[config.mk]
export PLATFORM = sky130hd
export DESIGN_NAME = gmms_ctrl
export DESIGN_NICKNAME = d
export VERILOG_FILES = /design/src/hw/rtl/gmms_pkg.sv /design/src/hw/rtl/gmms_ctrl.sv
export SDC_FILE = /design/constraint.sdc
export NUM_CORES = 1
export LEC_CHECK = 0
export BUFFER_PORTS_ARGS = -buffer_cell sky130_fd_sc_hd__buf_4
export CAP_MARGIN = 10
export CORE_MARGIN = 2
export CORE_UTILIZATION = 55
export CTS_CLUSTER_SIZE = 40
export DETAILED_ROUTE_END_ITERATION = 12
export PLACE_DENSITY = 0.87
export SLEW_MARGIN = 20
export SYNTH_ARGS = -nofsm -noshare
export SYNTH_HDL_FRONTEND = slang
export SYNTH_SLANG_ARGS = --single-unit
[constraint.sdc]
create_clock -name clk_i -period 3.3 [get_ports clk_i]
set_input_delay 0.66 -clock clk_i [delete_from_list [all_inputs] [get_ports clk_i]]
set_output_delay 0.66 -clock clk_i [all_outputs]
set_load 0.03 [all_outputs]
[src/hw/rtl/gmms_pkg.sv]
package gmms_pkg;

  // Sequencer step index and length of one node's program
  localparam int unsigned STEP_W    = 6;
  localparam int unsigned NUM_STEPS = 33;
  localparam logic [STEP_W-1:0] LAST_STEP = STEP_W'(NUM_STEPS - 1);

  localparam logic [31:0] SPACING_RESET = 32'd65536;

  typedef logic [1:0] axis_t;
  localparam axis_t AX_X = 2'd0;
  localparam axis_t AX_Y = 2'd1;
  localparam axis_t AX_Z = 2'd2;

  typedef enum logic [1:0] {
    ST_IDLE,
    ST_RUN,
    ST_EMIT
  } state_e;

  typedef enum logic [1:0] {
    A_MASS,
    A_COORD,
    A_SPACING
  } a_sel_e;

  typedef enum logic [2:0] {
    B_VEL,
    B_P_LO,
    B_P_HI,
    B_D_LO,
    B_D_MID,
    B_D_HI
  } b_sel_e;

  typedef enum logic [1:0] {
    ACC_NOP,
    ACC_LOAD,
    ACC_ADD,
    ACC_SUB
  } acc_op_e;

  typedef enum logic [1:0] {
    SH_0,
    SH_32,
    SH_64
  } shift_e;

  typedef enum logic [1:0] {
    FIN_NONE,
    FIN_P,
    FIN_D,
    FIN_L
  } fin_e;

  typedef struct packed {
    a_sel_e  a_sel;
    axis_t   a_idx;
    b_sel_e  b_sel;
    axis_t   b_idx;
    acc_op_e acc_op;
    shift_e  shift;
    fin_e    fin;
    axis_t   dst;
  } mac_cmd_t;

  typedef struct packed {
    logic     capture;
    logic     emit;
    mac_cmd_t mac;
  } ctrl_cmd_t;

  typedef struct packed {
    logic last;
    logic out_free;
  } dp_status_t;

  function automatic mac_cmd_t mk_cmd(a_sel_e a_sel, axis_t a_idx, b_sel_e b_sel,
                                      axis_t b_idx, acc_op_e acc_op, shift_e shift,
                                      fin_e fin, axis_t dst);
    mac_cmd_t c;
    c.a_sel  = a_sel;
    c.a_idx  = a_idx;
    c.b_sel  = b_sel;
    c.b_idx  = b_idx;
    c.acc_op = acc_op;
    c.shift  = shift;
    c.fin    = fin;
    c.dst    = dst;
    return c;
  endfunction

  function automatic mac_cmd_t nop_cmd();
    return mk_cmd(A_MASS, AX_X, B_VEL, AX_X, ACC_NOP, SH_0, FIN_NONE, AX_X);
  endfunction

  // Node program. Steps 0-2: momentum p = m*v. Then per angular component k
  // with axes (a,b): D = c_a*p_b - c_b*p_a over 32-bit halves of p, two idle
  // steps while D settles, then L = h*D over three limbs of D.
  // Components run in order z (x,y), x (y,z), y (z,x).
  function automatic mac_cmd_t step_cmd(logic [STEP_W-1:0] s);
    mac_cmd_t c;
    c = nop_cmd();
    case (s)
      6'd0:  c = mk_cmd(A_MASS, AX_X, B_VEL, AX_X, ACC_LOAD, SH_0, FIN_P, AX_X);
      6'd1:  c = mk_cmd(A_MASS, AX_X, B_VEL, AX_Y, ACC_LOAD, SH_0, FIN_P, AX_Y);
      6'd2:  c = mk_cmd(A_MASS, AX_X, B_VEL, AX_Z, ACC_LOAD, SH_0, FIN_P, AX_Z);
      // z component
      6'd4:  c = mk_cmd(A_COORD, AX_X, B_P_LO, AX_Y, ACC_LOAD, SH_0, FIN_NONE, AX_Z);
      6'd5:  c = mk_cmd(A_COORD, AX_X, B_P_HI, AX_Y, ACC_ADD, SH_32, FIN_NONE, AX_Z);
      6'd6:  c = mk_cmd(A_COORD, AX_Y, B_P_LO, AX_X, ACC_SUB, SH_0, FIN_NONE, AX_Z);
      6'd7:  c = mk_cmd(A_COORD, AX_Y, B_P_HI, AX_X, ACC_SUB, SH_32, FIN_D, AX_Z);
      6'd10: c = mk_cmd(A_SPACING, AX_X, B_D_LO, AX_X, ACC_LOAD, SH_0, FIN_NONE, AX_Z);
      6'd11: c = mk_cmd(A_SPACING, AX_X, B_D_MID, AX_X, ACC_ADD, SH_32, FIN_NONE, AX_Z);
      6'd12: c = mk_cmd(A_SPACING, AX_X, B_D_HI, AX_X, ACC_ADD, SH_64, FIN_L, AX_Z);
      // x component
      6'd13: c = mk_cmd(A_COORD, AX_Y, B_P_LO, AX_Z, ACC_LOAD, SH_0, FIN_NONE, AX_X);
      6'd14: c = mk_cmd(A_COORD, AX_Y, B_P_HI, AX_Z, ACC_ADD, SH_32, FIN_NONE, AX_X);
      6'd15: c = mk_cmd(A_COORD, AX_Z, B_P_LO, AX_Y, ACC_SUB, SH_0, FIN_NONE, AX_X);
      6'd16: c = mk_cmd(A_COORD, AX_Z, B_P_HI, AX_Y, ACC_SUB, SH_32, FIN_D, AX_X);
      6'd19: c = mk_cmd(A_SPACING, AX_X, B_D_LO, AX_X, ACC_LOAD, SH_0, FIN_NONE, AX_X);
      6'd20: c = mk_cmd(A_SPACING, AX_X, B_D_MID, AX_X, ACC_ADD, SH_32, FIN_NONE, AX_X);
      6'd21: c = mk_cmd(A_SPACING, AX_X, B_D_HI, AX_X, ACC_ADD, SH_64, FIN_L, AX_X);
      // y component
      6'd22: c = mk_cmd(A_COORD, AX_Z, B_P_LO, AX_X, ACC_LOAD, SH_0, FIN_NONE, AX_Y);
      6'd23: c = mk_cmd(A_COORD, AX_Z, B_P_HI, AX_X, ACC_ADD, SH_32, FIN_NONE, AX_Y);
      6'd24: c = mk_cmd(A_COORD, AX_X, B_P_LO, AX_Z, ACC_SUB, SH_0, FIN_NONE, AX_Y);
      6'd25: c = mk_cmd(A_COORD, AX_X, B_P_HI, AX_Z, ACC_SUB, SH_32, FIN_D, AX_Y);
      6'd28: c = mk_cmd(A_SPACING, AX_X, B_D_LO, AX_X, ACC_LOAD, SH_0, FIN_NONE, AX_Y);
      6'd29: c = mk_cmd(A_SPACING, AX_X, B_D_MID, AX_X, ACC_ADD, SH_32, FIN_NONE, AX_Y);
      6'd30: c = mk_cmd(A_SPACING, AX_X, B_D_HI, AX_X, ACC_ADD, SH_64, FIN_L, AX_Y);
      default: c = nop_cmd();
    endcase
    return c;
  endfunction

endpackage

[src/hw/rtl/gmms_ctrl.sv]
module gmms_ctrl
  import gmms_pkg::*;
(
  input  logic       clk_i,
  input  logic       rst_ni,
  input  logic       in_valid_i,
  output logic       in_stall_o,
  input  dp_status_t status_i,
  output ctrl_cmd_t  cmd_o
);

  state_e            state_q, state_d;
  logic [STEP_W-1:0] step_q, step_d;

  always_ff @(posedge clk_i or negedge rst_ni) begin
    if (!rst_ni) begin
      state_q <= ST_IDLE;
      step_q  <= '0;
    end else begin
      state_q <= state_d;
      step_q  <= step_d;
    end
  end

  // Next state
  always_comb begin
    state_d = state_q;
    step_d  = step_q;
    case (state_q)
      ST_IDLE: begin
        step_d = '0;
        if (in_valid_i) begin
          state_d = ST_RUN;
        end
      end
      ST_RUN: begin
        if (step_q == LAST_STEP) begin
          step_d  = '0;
          state_d = status_i.last ? ST_EMIT : ST_IDLE;
        end else begin
          step_d = step_q + 1'b1;
        end
      end
      ST_EMIT: begin
        if (status_i.out_free) begin
          state_d = ST_IDLE;
        end
      end
      default: begin
        state_d = ST_IDLE;
        step_d  = '0;
      end
    endcase
  end

  // Outputs
  always_comb begin
    in_stall_o    = 1'b1;
    cmd_o.capture = 1'b0;
    cmd_o.emit    = 1'b0;
    cmd_o.mac     = nop_cmd();
    case (state_q)
      ST_IDLE: begin
        in_stall_o    = 1'b0;
        cmd_o.capture = in_valid_i;
      end
      ST_RUN: begin
        cmd_o.mac = step_cmd(step_q);
      end
      ST_EMIT: begin
        cmd_o.emit = status_i.out_free;
      end
      default: begin
        in_stall_o = 1'b1;
      end
    endcase
  end

endmodule

==> results of run 1 <==
[cell usage in the layout, fill, tap and decap left out, types with 2 or more instances in the layout]
cell      instances
a22o_1            2
dfrtp_1           8
a21oi_1          10
a21o_1            3
inv_1             7
buf_4            26
nor2b_1           8
a32oi_1           2
nor4_1            2
or2_1             2
ha_1              9
a22oi_1           2
nand3_1           5
nand2b_1          9
o31ai_1           2
o21ai_0           2
a31oi_1           2
and2_1            2
a211oi_1          7
o21a_1            2
o21ai_1           5
clkbuf_4          3
nor2_1           21
nand2_1           8
a221oi_2          2
nand3b_1          2
mux2i_1           5
mux2_2            2
nor3_1            5
nor3b_1           2
[metal layers]
layer	vias to the layer above	GRT usage
li1	637	-
met2	44	0.3688
met5	-	0
met1	600	0.3094
met3	8	0.04237
met4	0	0.1410
[path summary, 6_finish.rpt]
| check | slack (ps) | cells after the start | endpoint | startpoint |
|---|---|---|---|---|
| setup / recovery | 290 | 6 | cmd_o[4] | step_q[1] |
| hold / removal | 220 | 1 | state_q[0] | rst_ni |
| setup reg to reg | 1270 | 5 | step_q[5] | step_q[2] |
| hold reg to reg | 510 | 1 | state_q[0] | state_q[1] |
| max in group asynchronous | 2960 | 1 | step_q[0] | rst_ni |
| min in group clk_i | 510 | 1 | state_q[0] | state_q[1] |
[cells by family after synthesis]
kind of cell	Yosys count	synth area share
DFF	8	0.1525
adders and majority gates	9	0.08580
AOI/OAI and AO/OA	48	0.2631
buffers and inverters	24	0.1125
and+or+nand+nor	74	0.3108
muxes	9	0.07531
[critical path, cell delays in order (launching register included)]
cell and delay, ps:
dfrtp_1 670, inv_1 210, ha_1 430, mux2i_1 170, mux2i_1 110, a221oi_2 320
buf_4 200
[per-stage QoR]
step | hold WS (ps) | setup WS (ps) | utilization
floorplan | 364.4 | 346.1 | -
global placement | 460.6 | 648.7 | 0.6364
detailed placement | 477.1 | 570.3 | 0.6364
CTS | 207.6 | 289.7 | 0.6465
global route | 202.8 | 81.94 | 0.6465
finish | 219.0 | 285.2 | 0.6465
[cells in the mapped netlist (2+ instances only)]
cell type / n / share of area
a22oi_1: 2 / 0.011
a22o_1: 2 / 0.013
nand2_1: 8 / 0.023
a31oi_1: 2 / 0.0095
clkbuf_1: 2 / 0.0057
o21a_1: 2 / 0.011
inv_1: 7 / 0.020
nor2b_1: 8 / 0.038
mux2_2: 2 / 0.017
o21ai_1: 5 / 0.019
a221oi_2: 2 / 0.023
nor2_1: 21 / 0.060
ha_1: 9 / 0.086
buf_4: 3 / 0.017
a21o_1: 3 / 0.017
buf_2: 7 / 0.027
nand2b_1: 9 / 0.043
and2_1: 2 / 0.0095
or2_1: 2 / 0.0095
a211oi_1: 7 / 0.040
buf_6: 5 / 0.043
nor4_1: 2 / 0.0095
mux2i_1: 5 / 0.038
nand3_1: 5 / 0.019
nand3b_1: 2 / 0.011
nor3b_1: 2 / 0.011
o31ai_1: 2 / 0.011
o21ai_0: 2 / 0.0076
a21oi_1: 10 / 0.038
a32oi_1: 2 / 0.013
dfrtp_1: 8 / 0.15
nor3_1: 5 / 0.019
[final cells by class]
class | instances | share of cell area
Multi-Input combinational cell | 140 | 0.6681
Sequential cell | 8 | 0.1386
Timing Repair Buffer | 26 | 0.1352
Tap cell | 28 | 0.02426
Inverter | 7 | 0.01820
Clock buffer | 3 | 0.01560
[flip-flops by register name, summed over array words and instances (netlist names)]
register,cells
state_q,2
step_q,6
==> reports/metrics.cfg, run 1 <==
[outcome]
outcome=completed

[clock_network]
cts_tree=done
clock_latency_ps=240
clock-root-buffer=clkbuf_4
clockBufferDepth=2
numCtsBuffers=3
clock_sinks=8
cts_setup_buffers=0
cts_htree_levels=1
cts_hold_buf=0
cts_resized=0
clk_pin_slew_worst_paths_ps=50

[grt]
grtUsageTotal=0.2390
grt_max_degree=34
gr-total-overflow=0
grt_first_pass_wirelength_um=4961
antenna_found_initial=0
grt_pass1_vias=1148

[layout]
multi_input_area_sq_um=964.7
nets=200
diodes=0
fillCellCount=194
syn_to_final_growth_pct=10.01
finalInstanceArea_sq_mm=0.001444
instances_no_fill=212
regArea_sq_um=200.2
drive_gt1_frac=0.2228

[placement]
numPortBuffers=24
placedCellCount=209
dp_hpwl_um=2174
gp_congestion=0.8680
detailed_place.area_sq_mm=0.001421

[synthesis]
synth_nets=186
syn-cell-area_sq_mm=0.001313
ys.flop_type=dfrtp_1
ys_seq_elements=8
syn_area_per_cell_sq_um=7.631
ys_async_sr_fraction=1.000
synth_edf_count=0
yosysSeqAreaShare=0.1525
syn_inst=172
synthDistinctLibCells=49
yosys_warnings=0

[timing]
fin_worst_skew_ps=0.1807
period_needed_ps=3015
fin_crit_sh=0.9136
rsz0062_at_grt=false
tightest_slew_ps=1074
relSlewSlack=0.2842
max_freq_mhz=331.7
finalHoldViolCount=0
setup_viol=0
fin_tns_setup_ps=0
slew_violations=0

[worst_setup_path]
cp-start-kind=register
crit_required_ps=2640
crit_type=reg2out
endpoint_kind=output port
cp.arrival_ps=2350
crit_path_max_fanout=18

[detailed_routing]
dr.max_layer_used=met4
wl_um=3042
vias=1289
antenna_left=0
dr.pass1.iters=4
met1_length_um=1355
vias_per_cell=6.080
drc=0
routed-wl-met2_um=1477
drt_iter0_drc=56
wl_met3_um=164
wl_per_cell_um=14.35

[floorplanning]
io_pins=25
die_x_um=52.85
dieHeight_um=52.85
die-area_sq_mm=0.002793
rows=17
start_util=0.5877
core-area_sq_mm=0.002233

[flow_run]
cap_violations=0

[hold_path]
min_path_type=in2async

Power of run 1 is not shown: default switching activity piles up to over one toggle a cycle in this logic, so the estimate is an artifact.
==> run 2, diff against run 1 <==
--- a/config.mk
+++ b/config.mk
@@ -11,7 +11,7 @@
 export CORE_UTILIZATION = 55
 export CTS_CLUSTER_SIZE = 40
 export DETAILED_ROUTE_END_ITERATION = 12
-export PLACE_DENSITY = 0.87
+export PLACE_DENSITY_LB_ADDON = 0.12
 export SLEW_MARGIN = 20
 export SYNTH_ARGS = -nofsm -noshare
 export SYNTH_HDL_FRONTEND = slang
==> reports/metrics.cfg, run 2 (synthesis gave the netlist of run 1 again) <==
[timing]
setup_ws_ps=343.9  ; was 285.2 ps
tightest_slew_ps=1068  ; was 1074 ps
relSlewSlack=0.2878  ; was 0.2842
fin_crit_sh=0.8958  ; was 0.9136
period_needed_ps=2956  ; was 3015 ps
fin_worst_skew_ps=4.097  ; was 0.1807 ps
max_freq_mhz=338.3  ; was 331.7 MHz
fin_tns_setup_ps=0  ; unchanged
slew_violations=0  ; unchanged
rsz0062_at_grt=false  ; unchanged
setup_viol=0  ; unchanged
finalHoldViolCount=0  ; unchanged

[placement]
numPortBuffers=24  ; unchanged
placedCellCount=210  ; was 209
pre_cts_ws_ps=509.4  ; was 570.3 ps
dp_hpwl_um=2293  ; was 2174 um
detailed_place.area_sq_mm=0.001429  ; was 0.001421 sq mm
gp_congestion=0.8119  ; was 0.8680

[clock_network]
cts_tree=done  ; unchanged
cts_hold_buf=0  ; unchanged
cts_setup_buffers=0  ; unchanged
cts_resized=0  ; unchanged
clock-root-buffer=clkbuf_4  ; unchanged
clockBufferDepth=2  ; unchanged
numCtsBuffers=3  ; unchanged
clk_pin_slew_worst_paths_ps=50  ; about the same
clock_latency_ps=250  ; was 240 ps
cts_htree_levels=1  ; unchanged
clock_sinks=8  ; unchanged

[detailed_routing]
dr.pass1.iters=4  ; unchanged
wl_met3_um=130  ; was 164 um
met1_length_um=1395  ; was 1355 um
antenna_left=0  ; unchanged
vias_per_cell=5.944  ; was 6.080
routed-wl-met2_um=1518  ; was 1477 um
vias=1266  ; was 1289
drc=0  ; unchanged
wl_um=3058  ; was 3042 um
dr.max_layer_used=met4  ; unchanged
wl_per_cell_um=14.36  ; was 14.35 um
drt_iter0_drc=66  ; was 56

[worst_setup_path]
crit_required_ps=2640  ; about the same
crit_type=reg2out  ; unchanged
endpoint_kind=output port  ; unchanged
crit_path_max_fanout=12  ; was 18
cp-start-kind=register  ; unchanged
cp.arrival_ps=2300  ; was 2350 ps

[layout]
fillCellCount=209  ; was 194
final_common_cell=buf_4  ; unchanged
instances_no_fill=213  ; was 212
drive_gt1_frac=0.2324  ; was 0.2228
top_regs=step_q x6, state_q x2  ; unchanged
finalInstanceArea_sq_mm=0.001453  ; was 0.001444 sq mm
syn_to_final_growth_pct=10.68  ; was 10.01%
top_register=step_q  ; unchanged
nets=201  ; was 200
layout_common_cells=27 x buf_4, 21 x nor2_1, 10 x a21oi_1, 9 x nand2b_1, 9 x ha_1  ; was 26 x buf_4, 21 x nor2_1, 10 x a21oi_1, 9 x nand2b_1, 9 x ha_1
largest_reg_flops=6  ; unchanged
regArea_sq_um=201.4  ; was 200.2 sq um
multi_input_area_sq_um=964.7  ; unchanged
diodes=0  ; unchanged

[grt]
grtUsageTotal=0.2473  ; was 0.2390
grt_pass1_vias=1192  ; was 1148
antenna_found_initial=0  ; unchanged
gr-total-overflow=0  ; unchanged
grt_max_degree=34  ; unchanged
grt_first_pass_wirelength_um=5202  ; was 4961 um

[floorplanning]
die_x_um=52.85  ; unchanged
start_util=0.5877  ; unchanged
die-area_sq_mm=0.002793  ; unchanged
rows=17  ; unchanged
dieHeight_um=52.85  ; unchanged
io_pins=25  ; unchanged
core-area_sq_mm=0.002233  ; unchanged

[outcome]
outcome=completed  ; unchanged

[hold_path]
min_path_type=in2async  ; unchanged

[flow_run]
cap_violations=0  ; unchanged

run 2: final timing paths:
kind	start	cells after the start	end	slack, ps
max in group asynchronous	rst_ni	1	step_q[1]	2950
hold reg to reg	state_q[1]	1	state_q[0]	470
setup / recovery	step_q[0]	7	cmd_o[11]	340
setup reg to reg	step_q[2]	5	step_q[5]	1300
min in group clk_i	state_q[1]	1	state_q[0]	470
hold / removal	rst_ni	1	state_q[0]	220
run 2: layout make-up:
type,instances,share of cell area
Sequential cell,8,0.1387
Timing Repair Buffer,27,0.1395
Multi-Input combinational cell,140,0.6641
Clock buffer,3,0.01550
Inverter,7,0.01809
Tap cell,28,0.02412
run 2: metal layers:
layer  vias up  track usage
li1        649            -
met1       587       0.3322
met2        28       0.4271
met3         2      0.02542
met4         0      0.05128
met5         -            0
run 2: critical path, cell delays in order, from the launching register on:
cell,delay [ps]
dfrtp_1,570
inv_1,200
ha_1,460
nor2_1,180
a211oi_1,70
o21a_1,210
nor3_1,170
buf_4,190
run 2: per-stage QoR:
step / hold slack (ps) / util
after floorplan: 364.4 / -
after global placement: 464.1 / 0.6398
after detailed placement: 471.2 / 0.6398
after CTS: 209.8 / 0.6499
after global routing: 207.9 / 0.6504
final: 215.0 / 0.6504
Power of run 2 is left out for the same reason.
==> run 3, diff against run 2 <==
--- a/config.mk
+++ b/config.mk
@@ -8,7 +8,7 @@
 export BUFFER_PORTS_ARGS = -buffer_cell sky130_fd_sc_hd__buf_4
 export CAP_MARGIN = 10
 export CORE_MARGIN = 2
-export CORE_UTILIZATION = 55
+export CORE_UTILIZATION = 43
 export CTS_CLUSTER_SIZE = 40
 export DETAILED_ROUTE_END_ITERATION = 12
 export PLACE_DENSITY_LB_ADDON = 0.12
==> reports/metrics.cfg, run 3 (synthesis gave the netlist of run 1 again) <==
[outcome]
outcome=completed  ; unchanged

[layout]
final_common_cell=buf_4  ; unchanged
layout_common_cells=28 x buf_4, 21 x nor2_1, 10 x a21oi_1, 9 x nand2b_1, 9 x ha_1  ; was 27 x buf_4, 21 x nor2_1, 10 x a21oi_1, 9 x nand2b_1, 9 x ha_1
nets=202  ; was 201
syn_to_final_growth_pct=11.63  ; was 10.68%
top_regs=step_q x6, state_q x2  ; unchanged
drive_gt1_frac=0.2312  ; was 0.2324
diodes=0  ; unchanged
largest_reg_flops=6  ; unchanged
fillCellCount=297  ; was 209
top_register=step_q  ; unchanged
post-route-util=0.4920  ; was 0.6504
finalInstanceArea_sq_mm=0.001465  ; was 0.001453 sq mm

[timing]
slew_violations=0  ; unchanged
fin_tns_setup_ps=0  ; unchanged
period_needed_ps=2957  ; was 2956 ps
setup_ws_ps=343.3  ; was 343.9 ps
rsz0062_at_grt=false  ; unchanged
max_freq_mhz=338.2  ; was 338.3 MHz
finalHoldViolCount=0  ; unchanged
relSlewSlack=0.2693  ; was 0.2878
fin_crit_sh=0.8960  ; was 0.8958
fin_worst_skew_ps=1.747  ; was 4.097 ps
setup_viol=0  ; unchanged
tightest_slew_ps=1096  ; was 1068 ps

[worst_setup_path]
r2r_cells=4  ; was 5
crit_required_ps=2640  ; about the same
cp.arrival_ps=2300  ; about the same
crit_chain=inv_1 > ha_1 > nor2_1 > a211oi_1 > o21a_1 > nor3_1 > buf_4  ; unchanged
endpoint_kind=output port  ; unchanged
cp-start-kind=register  ; unchanged
crit_type=reg2out  ; unchanged
cp_slowest_cell=dfrtp_1  ; unchanged
max_stage_delay_ps=560  ; was 570 ps
r2r-start=step_q[4]  ; was step_q[2]
r2r-end=step_q[5]  ; unchanged
r2r_slack_ps=1450  ; was 1300 ps
crit_path_max_fanout=12  ; unchanged

[floorplanning]
start_util=0.4408  ; was 0.5877
rows=20  ; was 17
core-area_sq_mm=0.002978  ; was 0.002233 sq mm
die_x_um=59.25  ; was 52.85 um
die-area_sq_mm=0.003511  ; was 0.002793 sq mm
io_pins=25  ; unchanged
dieHeight_um=59.25  ; was 52.85 um

[placement]
gp_congestion=0.9382  ; was 0.8119
dp_hpwl_um=2495  ; was 2293 um
pre_cts_ws_ps=596.6  ; was 509.4 ps
numPortBuffers=24  ; unchanged
detailed_place.area_sq_mm=0.001443  ; was 0.001429 sq mm

[detailed_routing]
vias=1292  ; was 1266
vias_per_cell=5.900  ; was 5.944
wl_um=3281  ; was 3058 um
dr.pass1.iters=4  ; unchanged
drc=0  ; unchanged
antenna_left=0  ; unchanged
wl_per_cell_um=14.98  ; was 14.36 um
drt_iter0_drc=105  ; was 66

[grt]
grtUsageTotal=0.2102  ; was 0.2473
antenna_found_initial=0  ; unchanged
grt_max_degree=34  ; unchanged
grt_first_pass_wirelength_um=5802  ; was 5202 um
gr-total-overflow=0  ; unchanged
grt_pass1_vias=1191  ; was 1192

[clock_network]
clock_sinks=8  ; unchanged
numCtsBuffers=3  ; unchanged
cts_setup_buffers=0  ; unchanged
cts_tree=done  ; unchanged
clockBufferDepth=2  ; unchanged
cts_hold_buf=0  ; unchanged
clk_pin_slew_worst_paths_ps=50  ; about the same
cts_htree_levels=1  ; unchanged
clock-root-buffer=clkbuf_4  ; unchanged
cts_resized=0  ; unchanged
clock_latency_ps=240  ; was 250 ps

[hold_path]
min_path_type=in2async  ; unchanged

[flow_run]
cap_violations=0  ; unchanged

[run 3: changes by cell type in the layout (fill, tap and decap cells not counted)]
cell / previous run / this run
buf_4: 27 / 28
dfrtp_1: 7 / 8
dfrtp_2: 1 / 0
[run 3: worst max-delay path by stage]
stage              start        end  depth (start not counted)
2_1_floorplan  step_q[0]   cmd_o[6]                          7
3_3_place_gp   step_q[2]  cmd_o[11]                          7
3_5_place_dp   step_q[0]  cmd_o[11]                          7
4_1_cts        step_q[0]  cmd_o[11]                          7
5_1_grt        step_q[0]  cmd_o[10]                          6
6_report       step_q[0]  cmd_o[11]                          7
[run 3: area by class of cell]
type	instances	area (sq um)	share of cell area
clock buffer	3	22.52	0.01537
inverter	7	26.28	0.01793
multi-input combinational	140	964.7	0.6584
sequential	8	200.2	0.1366
tap	33	41.29	0.02818
timing repair buffer	28	210.2	0.1435
[run 3: worst max-delay path, delay by kind of cell (launching register included)]
family                   cells  cell delay (ps)
AND/OR/NAND/NOR              2              350
AO/OA/AOI/OAI                2              280
flip-flops                   1              560
adder cells (fa/ha/maj)      1              470
buffers and inverters        2              390
[run 3: layer usage]
| metal | up-vias | track usage | share of wire |
|---|---|---|---|
| met5 | - | 0 | 0 |
| met4 | 0 | 0.04545 | 0.0085 |
| met3 | 4 | 0.03493 | 0.037 |
| met2 | 32 | 0.3265 | 0.48 |
| met1 | 603 | 0.3043 | 0.47 |
| li1 | 653 | - | - |
[run 3: through the flow]
stage	std cells	hold slack [ps]
global placement	216	455.6
detailed placement	216	460.1
floorplan	172	364.4
finish	219	221.9
CTS	219	217.8
global route	219	204.9
Power of run 3 is left out for the same reason.
